--- src/sv/elsmc_pkg.sv ---
// ----------------------------------------------------------------------------
// elsmc_pkg
// Shared types and constants for the edge list store with match count.
// ----------------------------------------------------------------------------
package elsmc_pkg;

    localparam int VIN_W   = 8;
    localparam int COUNT_W = 7;
    localparam int SLOT_W  = 6;

    localparam logic [COUNT_W-1:0] COUNT_MAX = 7'h7F;

    localparam logic CMD_ADD   = 1'b0;
    localparam logic CMD_COUNT = 1'b1;

    localparam logic STATUS_DONE = 1'b0;
    localparam logic STATUS_FULL = 1'b1;

    typedef enum logic [2:0] {
        ST_IDLE,
        ST_DECODE,
        ST_SCAN,
        ST_DRAIN,
        ST_RESULT
    } state_t;

    typedef struct packed {
        logic take_req;
        logic write_edge;
        logic reject;
        logic scan_clear;
        logic scan_read;
        logic load_out;
    } elsmc_cmd_t;

    typedef struct packed {
        logic req_is_count;
        logic store_full;
        logic store_empty;
        logic scan_last;
        logic out_free;
    } elsmc_sts_t;

endpackage

--- src/sv/elsmc_ram.sv ---
// ----------------------------------------------------------------------------
// elsmc_ram
// Generic single-write, single-read RAM with registered read data.
// ----------------------------------------------------------------------------
module elsmc_ram #(
    parameter int WIDTH = 16,
    parameter int DEPTH = 64,
    localparam int ADDR_W = (DEPTH > 1) ? $clog2(DEPTH) : 1
) (
    input  logic              aclk,
    input  logic              we,
    input  logic [ADDR_W-1:0] waddr,
    input  logic [WIDTH-1:0]  wdata,
    input  logic [ADDR_W-1:0] raddr,
    output logic [WIDTH-1:0]  rdata
);

    logic [WIDTH-1:0] mem [DEPTH];
    logic [WIDTH-1:0] rdata_reg;

    always_ff @(posedge aclk) begin
        if (we) begin
            mem[waddr] <= wdata;
        end
        rdata_reg <= mem[raddr];
    end

    assign rdata = rdata_reg;

endmodule

--- src/sv/elsmc_ctrl.sv ---
// ----------------------------------------------------------------------------
// elsmc_ctrl
// Request sequencer: decode, slot scan and result hand-off.
// ----------------------------------------------------------------------------
module elsmc_ctrl
    import elsmc_pkg::*;
(
    input  logic       aclk,
    input  logic       aresetn,
    input  logic       s_tvalid,
    output logic       s_tready,
    input  elsmc_sts_t sts,
    output elsmc_cmd_t cmd
);

    state_t state_reg;
    state_t state_next;

    always_ff @(posedge aclk) begin
        if (!aresetn) begin
            state_reg <= ST_IDLE;
        end else begin
            state_reg <= state_next;
        end
    end

    always_comb begin
        state_next = state_reg;
        cmd        = '0;
        s_tready   = 1'b0;
        unique case (state_reg)
            ST_IDLE: begin
                s_tready = 1'b1;
                if (s_tvalid) begin
                    cmd.take_req = 1'b1;
                    state_next   = ST_DECODE;
                end
            end
            ST_DECODE: begin
                priority if (sts.req_is_count) begin
                    cmd.scan_clear = 1'b1;
                    state_next     = sts.store_empty ? ST_RESULT : ST_SCAN;
                end else if (sts.store_full) begin
                    cmd.reject = 1'b1;
                    state_next = ST_RESULT;
                end else begin
                    cmd.write_edge = 1'b1;
                    state_next     = ST_RESULT;
                end
            end
            ST_SCAN: begin
                cmd.scan_read = 1'b1;
                if (sts.scan_last) begin
                    state_next = ST_DRAIN;
                end
            end
            ST_DRAIN: begin
                state_next = ST_RESULT;
            end
            ST_RESULT: begin
                if (sts.out_free) begin
                    cmd.load_out = 1'b1;
                    state_next   = ST_IDLE;
                end
            end
            default: begin
                state_next = ST_IDLE;
            end
        endcase
    end

endmodule

--- src/sv/elsmc_dp.sv ---
// ----------------------------------------------------------------------------
// elsmc_dp
// Datapath: request latch, fill index, edge RAM, match counter, result register.
// ----------------------------------------------------------------------------
module elsmc_dp
    import elsmc_pkg::*;
#(
    parameter int EDGE_SLOTS  = 64,
    parameter int VERTEX_BITS = 8
) (
    input  logic               aclk,
    input  logic               aresetn,
    input  logic               in_cmd,
    input  logic [VIN_W-1:0]   in_from,
    input  logic [VIN_W-1:0]   in_to,
    input  elsmc_cmd_t         cmd,
    output elsmc_sts_t         sts,
    output logic               m_tvalid,
    input  logic               m_tready,
    output logic               out_status,
    output logic [COUNT_W-1:0] out_count,
    output logic [SLOT_W-1:0]  out_slot
);

    localparam int ADDR_W = (EDGE_SLOTS > 1) ? $clog2(EDGE_SLOTS) : 1;
    localparam int FILL_W = $clog2(EDGE_SLOTS + 1);
    localparam int EDGE_W = 2 * VERTEX_BITS;

    logic                   req_cmd_reg;
    logic [VERTEX_BITS-1:0] req_src_reg;
    logic [VERTEX_BITS-1:0] req_dst_reg;
    logic [FILL_W-1:0]      fill_reg;
    logic [ADDR_W-1:0]      scan_addr_reg;
    logic                   rd_vld_reg;
    logic [COUNT_W-1:0]     acc_reg;
    logic                   res_status_reg;
    logic [SLOT_W-1:0]      res_slot_reg;
    logic                   m_tvalid_reg;
    logic                   m_status_reg;
    logic [COUNT_W-1:0]     m_count_reg;
    logic [SLOT_W-1:0]      m_slot_reg;

    logic [VERTEX_BITS+VIN_W-1:0] from_ext;
    logic [VERTEX_BITS+VIN_W-1:0] to_ext;
    logic [FILL_W+SLOT_W-1:0]     fill_ext;
    logic [EDGE_W-1:0]            rdata;
    logic                         hit;

    assign from_ext = {{VERTEX_BITS{1'b0}}, in_from};
    assign to_ext   = {{VERTEX_BITS{1'b0}}, in_to};
    assign fill_ext = {{SLOT_W{1'b0}}, fill_reg};
    assign hit      = rd_vld_reg && (rdata == {req_src_reg, req_dst_reg});

    elsmc_ram #(
        .WIDTH (EDGE_W),
        .DEPTH (EDGE_SLOTS)
    ) u_edge_ram (
        .aclk  (aclk),
        .we    (cmd.write_edge),
        .waddr (fill_reg[ADDR_W-1:0]),
        .wdata ({req_src_reg, req_dst_reg}),
        .raddr (scan_addr_reg),
        .rdata (rdata)
    );

    always_ff @(posedge aclk) begin
        if (cmd.take_req) begin
            req_cmd_reg <= in_cmd;
            req_src_reg <= from_ext[VERTEX_BITS-1:0];
            req_dst_reg <= to_ext[VERTEX_BITS-1:0];
        end
        if (cmd.scan_clear) begin
            scan_addr_reg <= '0;
        end else if (cmd.scan_read) begin
            scan_addr_reg <= scan_addr_reg + ADDR_W'(1);
        end
        if (cmd.write_edge) begin
            res_status_reg <= STATUS_DONE;
            res_slot_reg   <= fill_ext[SLOT_W-1:0];
        end else if (cmd.reject) begin
            res_status_reg <= STATUS_FULL;
            res_slot_reg   <= '0;
        end else if (cmd.scan_clear) begin
            res_status_reg <= STATUS_DONE;
            res_slot_reg   <= '0;
        end
        if (cmd.write_edge || cmd.reject || cmd.scan_clear) begin
            acc_reg <= '0;
        end else if (hit && acc_reg != COUNT_MAX) begin
            acc_reg <= acc_reg + COUNT_W'(1);
        end
        if (cmd.load_out) begin
            m_status_reg <= res_status_reg;
            m_count_reg  <= acc_reg;
            m_slot_reg   <= res_slot_reg;
        end
    end

    always_ff @(posedge aclk) begin
        if (!aresetn) begin
            fill_reg     <= '0;
            rd_vld_reg   <= 1'b0;
            m_tvalid_reg <= 1'b0;
        end else begin
            if (cmd.write_edge) begin
                fill_reg <= fill_reg + FILL_W'(1);
            end
            rd_vld_reg <= cmd.scan_read;
            if (cmd.load_out) begin
                m_tvalid_reg <= 1'b1;
            end else if (m_tready) begin
                m_tvalid_reg <= 1'b0;
            end
        end
    end

    always_comb begin
        sts.req_is_count = (req_cmd_reg == CMD_COUNT);
        sts.store_full   = (fill_reg == FILL_W'(EDGE_SLOTS));
        sts.store_empty  = (fill_reg == '0);
        sts.scan_last    = ((FILL_W'(scan_addr_reg) + FILL_W'(1)) == fill_reg);
        sts.out_free     = !m_tvalid_reg || m_tready;
    end

    assign m_tvalid   = m_tvalid_reg;
    assign out_status = m_status_reg;
    assign out_count  = m_count_reg;
    assign out_slot   = m_slot_reg;

`ifndef NO_ASSERTIONS
    a_fill_bound: assert property (@(posedge aclk) disable iff (!aresetn)
        fill_reg <= FILL_W'(EDGE_SLOTS))
        else $error("fill index beyond capacity");

    a_add_not_full: assert property (@(posedge aclk) disable iff (!aresetn)
        cmd.write_edge |-> !sts.store_full)
        else $error("edge written into a full store");

    a_reject_fields: assert property (@(posedge aclk) disable iff (!aresetn)
        (m_tvalid_reg && m_status_reg == STATUS_FULL)
            |-> (m_count_reg == '0 && m_slot_reg == '0))
        else $error("rejected add carries nonzero fields");

    a_scan_in_range: assert property (@(posedge aclk) disable iff (!aresetn)
        cmd.scan_read |-> (FILL_W'(scan_addr_reg) < fill_reg))
        else $error("scan reads an unfilled slot");
`endif

endmodule

--- src/sv/edge_list_store_with_match_count.sv ---
// Add, and count on an empty store: DECODE, then RESULT loads the output register.
// Count: DECODE, SCAN over the filled slots at one slot per cycle, DRAIN, RESULT.
// One request at a time; the next is taken the cycle after the result is loaded
// into the output register, so a waiting result does not stall the input side.
// Reset clears the fill index and control state; RAM contents are not cleared,
// only slots below the fill index are ever read.
// ----------------------------------------------------------------------------
// edge_list_store_with_match_count
// Directed edge store with add and match-count requests over a stream port.
// ----------------------------------------------------------------------------
module edge_list_store_with_match_count
    import elsmc_pkg::*;
#(
    parameter int EDGE_SLOTS  = 64,
    parameter int VERTEX_BITS = 8
) (
    input  logic        aclk,
    input  logic        aresetn,
    input  logic        s_tvalid,
    output logic        s_tready,
    input  logic [15:0] s_tdata,   // from_vertex[7:0], to_vertex[15:8]
    input  logic [0:0]  s_tuser,   // cmd[0]
    output logic        m_tvalid,
    input  logic        m_tready,
    output logic [15:0] m_tdata,   // match_count[6:0], slot_used[12:7], zero[15:13]
    output logic [0:0]  m_tuser    // status[0]
);

    elsmc_cmd_t         cmd;
    elsmc_sts_t         sts;
    logic               out_status;
    logic [COUNT_W-1:0] out_count;
    logic [SLOT_W-1:0]  out_slot;

    elsmc_ctrl u_ctrl (
        .aclk     (aclk),
        .aresetn  (aresetn),
        .s_tvalid (s_tvalid),
        .s_tready (s_tready),
        .sts      (sts),
        .cmd      (cmd)
    );

    elsmc_dp #(
        .EDGE_SLOTS  (EDGE_SLOTS),
        .VERTEX_BITS (VERTEX_BITS)
    ) u_dp (
        .aclk       (aclk),
        .aresetn    (aresetn),
        .in_cmd     (s_tuser[0]),
        .in_from    (s_tdata[7:0]),
        .in_to      (s_tdata[15:8]),
        .cmd        (cmd),
        .sts        (sts),
        .m_tvalid   (m_tvalid),
        .m_tready   (m_tready),
        .out_status (out_status),
        .out_count  (out_count),
        .out_slot   (out_slot)
    );

    assign m_tdata = {3'b000, out_slot, out_count};
    assign m_tuser = out_status;

endmodule

--- config.mk ---
export PLATFORM = sky130hd
export DESIGN_NAME = edge_list_store_with_match_count
export DESIGN_NICKNAME = d
export VERILOG_FILES = /design/src/sv/elsmc_pkg.sv /design/src/sv/elsmc_ram.sv /design/src/sv/elsmc_ctrl.sv /design/src/sv/elsmc_dp.sv /design/src/sv/edge_list_store_with_match_count.sv
export SDC_FILE = /design/constraint.sdc
export NUM_CORES = 1
export LEC_CHECK = 0
export ABC_AREA = 1
export BUFFER_PORTS_ARGS = -buffer_cell sky130_fd_sc_hd__clkbuf_2
export CORE_UTILIZATION = 60
export CTS_CLUSTER_DIAMETER = 30
export DETAILED_ROUTE_END_ITERATION = 8
export GPL_ROUTABILITY_DRIVEN = 0
export PLACE_DENSITY_LB_ADDON = 0.3
export SYNTH_ARGS = -nofsm -noshare
export SYNTH_HDL_FRONTEND = slang
export SYNTH_SLANG_ARGS = --single-unit
--- constraint.sdc ---
create_clock -name aclk -period 8.27 [get_ports aclk]
set_input_delay 0.4135 -clock aclk [delete_from_list [all_inputs] [get_ports aclk]]
set_output_delay 0.4135 -clock aclk [all_outputs]
set_load 0.01 [all_outputs]
==> impl_metrics.json <==
{
  "cts_tree": "yes",
  "path_common_cell": "nand2_1",
  "synth-adder-area-share_pct": 0.113,
  "avgSynthCellArea_um2": 12.1,
  "synth_area_leaders": "edfxtp_1 (72%), nand2_1 (7.1%), nand3_1 (4.1%)",
  "synth-compound-area-share_pct": 7.05,
  "fin_skew_ns": 0.0363,
  "dieArea_mm2": 0.0750,
  "synth_top_cell_area_share_pct": 71.8,
  "synth-seq-cells": 1103,
  "drc": 0,
  "p_leak_nw": 18.4,
  "die_h_um": 274,
  "area_delta_synth_final_pct": 16.1,
  "root_buffer": "clkbuf_16",
  "utilization_pct": 70.5,
  "whs_ns": 0.0886,
  "ios": 40,
  "drtIter0Drc": 4200,
  "synth_top_family_by_area": "simple AND/OR/NAND/NOR gates",
  "maxCapViolCount": 0,
  "h-tree-depth": 4,
  "crit_buf_inv": 2,
  "start_util_pct": 60.7,
  "timing.fmax_mhz": 259,
  "max_slew_margin_pct": 12.1,
  "viasPerCell": 6.20,
  "worstMarginPinSlew_ns": 1.31,
  "clk_pin_slew_ns": 0.05,
  "slew_viol_final": 0,
  "cp_max_fo": 87,
  "numCtsBuffers": 171,
  "grt_antenna_before_repair": 3,
  "ys_seq_area_share_pct": 73.7,
  "drt_wl_total_um": 120000,
  "portBuffers": 36,
  "max_stage_delay_ns": 0.88,
  "cp_slowest_cell": "buf_4",
  "r2r_cells": 10,
  "peakVddDrop_v": 0.000276,
  "min_period_over_period_pct": 46.7,
  "reg2reg_from": "u_dp.scan_addr_reg[1]",
  "holdPathEnd": "u_ctrl.state_reg[0]",
  "cts.sinks": 1103,
  "period_minus_slack_ns": 3.86,
  "yosys.area.top_type": "edfxtp_1",
  "finalSetupViolations": 0,
  "insertion_delay_ns": 0.76,
  "grt_max_degree": 209,
  "min-delay-start": "s_tvalid",
  "r2r-end": "u_dp.u_edge_ram.rdata[3]",
  "synth-simple-area-share_pct": 15.0,
  "track_usage_pct": 31.9,
  "grt_pass1_wl_um": 175000,
  "grt_setup_unrepaired": "no",
  "cp-start-kind": "register",
  "final.setup.tns_ns": 0,
  "fp.dieW_um": 274,
  "dp.final_hpwl_um": 62800,
  "worstSetupPathType": "register to register",
  "antenna_left": 0,
  "grt-ovfl-total": 0,
  "hold_path.class": "primary input to register",
  "core_mm2": 0.0731,
  "synth-xor-area-share_pct": 0.355,
  "drt-pass1-iter-count": 5,
  "crit_path_end_kind": "register",
  "synthMuxAreaShare_pct": 0,
  "grt.met1_usage_pct": 40.8,
  "rrSetupSlack_ns": 4.41,
  "arrival_ns": 4.54,
  "cp.required_ns": 8.95,
  "nNetsFinal": 3819,
  "syn_inst": 3677,
  "cts.path.max_buffers": 3,
  "drive_gt1_share_pct": 11.6,
  "holdPathStages": 5,
  "cts_resized": 0,
  "grt_util_met2_pct": 50.8,
  "p_per_area_mw_per_mm2": 365,
  "gr-max-usage-layer": "met2",
  "wl_per_cell_um": 24.4,
  "ys_types": 40,
  "outcome": "finished, final reports clean",
  "cp_top_family": "buffers and inverters",
  "grt_pass1_vias": 29000,
  "path_cells": "buf_4 -> buf_4 -> o21ai_0 -> o22ai_1 -> nand2_1 -> nand3_1 -> nand2_1 -> nor2_1 -> nand2_1 -> nand2_1",
  "hold_viol_final": 0,
  "via_count": 30400,
  "yosysWarnings": 0,
  "placementRows": 99,
  "largest_reg_flops": 1024,
  "n_fill_cell": 4691,
  "syn-cell-area_mm2": 0.0444,
  "grtUsageMet3_pct": 6.60
}
-- layout make-up --
class	instances	area [um^2]	area share, %
clock buffers	188	4360	8.47
flip-flops and latches	1103	32700	63.5
multi-input cells	2244	10000	19.5
clock inverters	133	1560	3.02
well taps	959	1200	2.33
repair buffers	166	1240	2.40
diodes	1	2.50	0.00486
inverters	108	423	0.821
-- cell families (layout without fill, tap and decap cells) --
group | count (synthesis) | after routing
AOI/OAI and AO/OA | 595 | 595
buffers and inverters | 332 | 595
xor gates and xnor gates | 18 | 18
adders and majority gates | 4 | 4
and+or+nand+nor | 1624 | 1624
DFF | 1103 | 1103
other | 1 | 4
-- metal layers --
layer / routed length, um / vias to the layer above
li1: - / 13300
met4: 6460 / 2
met3: 13500 / 347
met5: 11 / -
met2: 57500 / 2048
met1: 42200 / 14700
-- placed cells by master (no fill, tap or decap), drive strengths merged --
master | netlist | layout
a21oi | 168 | 168
a31oi | 2 | 2
buf | 138 | 111
bufinv | 0 | 27
clkbuf | 86 | 224
clkinv | 5 | 74
clkinvlp | 0 | 16
conb | 1 | 3
dfxtp | 42 | 42
diode | 0 | 1
dlygate4sd3 | 0 | 19
edfxtp | 1061 | 1061
ha | 4 | 4
inv | 103 | 124
nand2 | 843 | 843
nand3 | 363 | 363
nand4 | 9 | 9
nor2 | 396 | 396
nor3 | 9 | 9
nor3b | 1 | 1
nor4 | 2 | 2
o211ai | 1 | 1
o21ai | 311 | 311
o22ai | 112 | 112
o31ai | 1 | 1
or2 | 1 | 1
xnor2 | 12 | 12
xor2 | 6 | 6
-- power by group --
group	total, mW	switching (mW)	leakage (nW)	internal, mW
Clock	7.32	2.63	2.88	4.69
Combinational	4.86	3.60	5.58	1.27
Sequential	6.61	0.197	9.90	6.41
Total	18.8	6.42	18.4	12.4
-- cell usage after synthesis, drive strengths merged --
master,number
o21ai,311
o31ai,1
ha,4
or2,1
clkinv,5
xor2,6
dfxtp,42
clkbuf,86
nand2,843
edfxtp,1061
inv,103
buf,138
nor3b,1
o211ai,1
nor2,396
a31oi,2
a21oi,168
nor4,2
nand3,363
xnor2,12
nand4,9
o22ai,112
conb,1
nor3,9
-- timing repair --
action	4_1_cts	5_1_grt
hold endpoints to repair	21	0
hold buffers	19	0
setup endpoints to repair	0	0
setup buffers	0	0
-- worst max path at each step --
| stage | start | to | depth (start not counted) |
|---|---|---|---|
| 3_3_place_gp | u_dp.fill_reg[0] | u_dp.u_edge_ram.mem[25][10] | 9 |
| 2_1_floorplan | u_dp.fill_reg[0] | u_dp.u_edge_ram.mem[63][0] | 9 |
| 3_5_place_dp | u_dp.scan_addr_reg[1] | u_dp.u_edge_ram.rdata[3] | 10 |
| 4_1_cts | u_dp.scan_addr_reg[1] | u_dp.u_edge_ram.rdata[3] | 10 |
| 6_report | u_dp.scan_addr_reg[1] | u_dp.u_edge_ram.rdata[3] | 10 |
| 5_1_grt | u_dp.scan_addr_reg[1] | u_dp.u_edge_ram.rdata[4] | 10 |
-- through the flow --
| stage | instance area [um^2] | instances | total power, mW | setup WS, ns |
|---|---|---|---|---|
| after floorplan | 44400 | 3679 | 9.96 | 5.31 |
| after global placement | 45400 | 4560 | 11.3 | 4.20 |
| after detailed placement | 45400 | 4561 | 11.4 | 4.45 |
| after CTS | 51500 | 4901 | 18.7 | 4.46 |
| after global routing | 51500 | 4901 | 19.4 | 4.20 |
| final | 51500 | 4902 | 18.8 | 4.41 |
-- worst register-to-register path, cell delays in order (launching register included) --
cell     delay, ns
dfxtp_4       0.76
buf_4         0.84
buf_4         0.88
o21ai_0       0.26
o22ai_1       0.22
nand2_1       0.08
nand3_1       0.10
nand2_1       0.10
nor2_1        0.36
nand2_1       0.11
nand2_1       0.09
No activity file was read; power rests on OpenSTA's default activity.
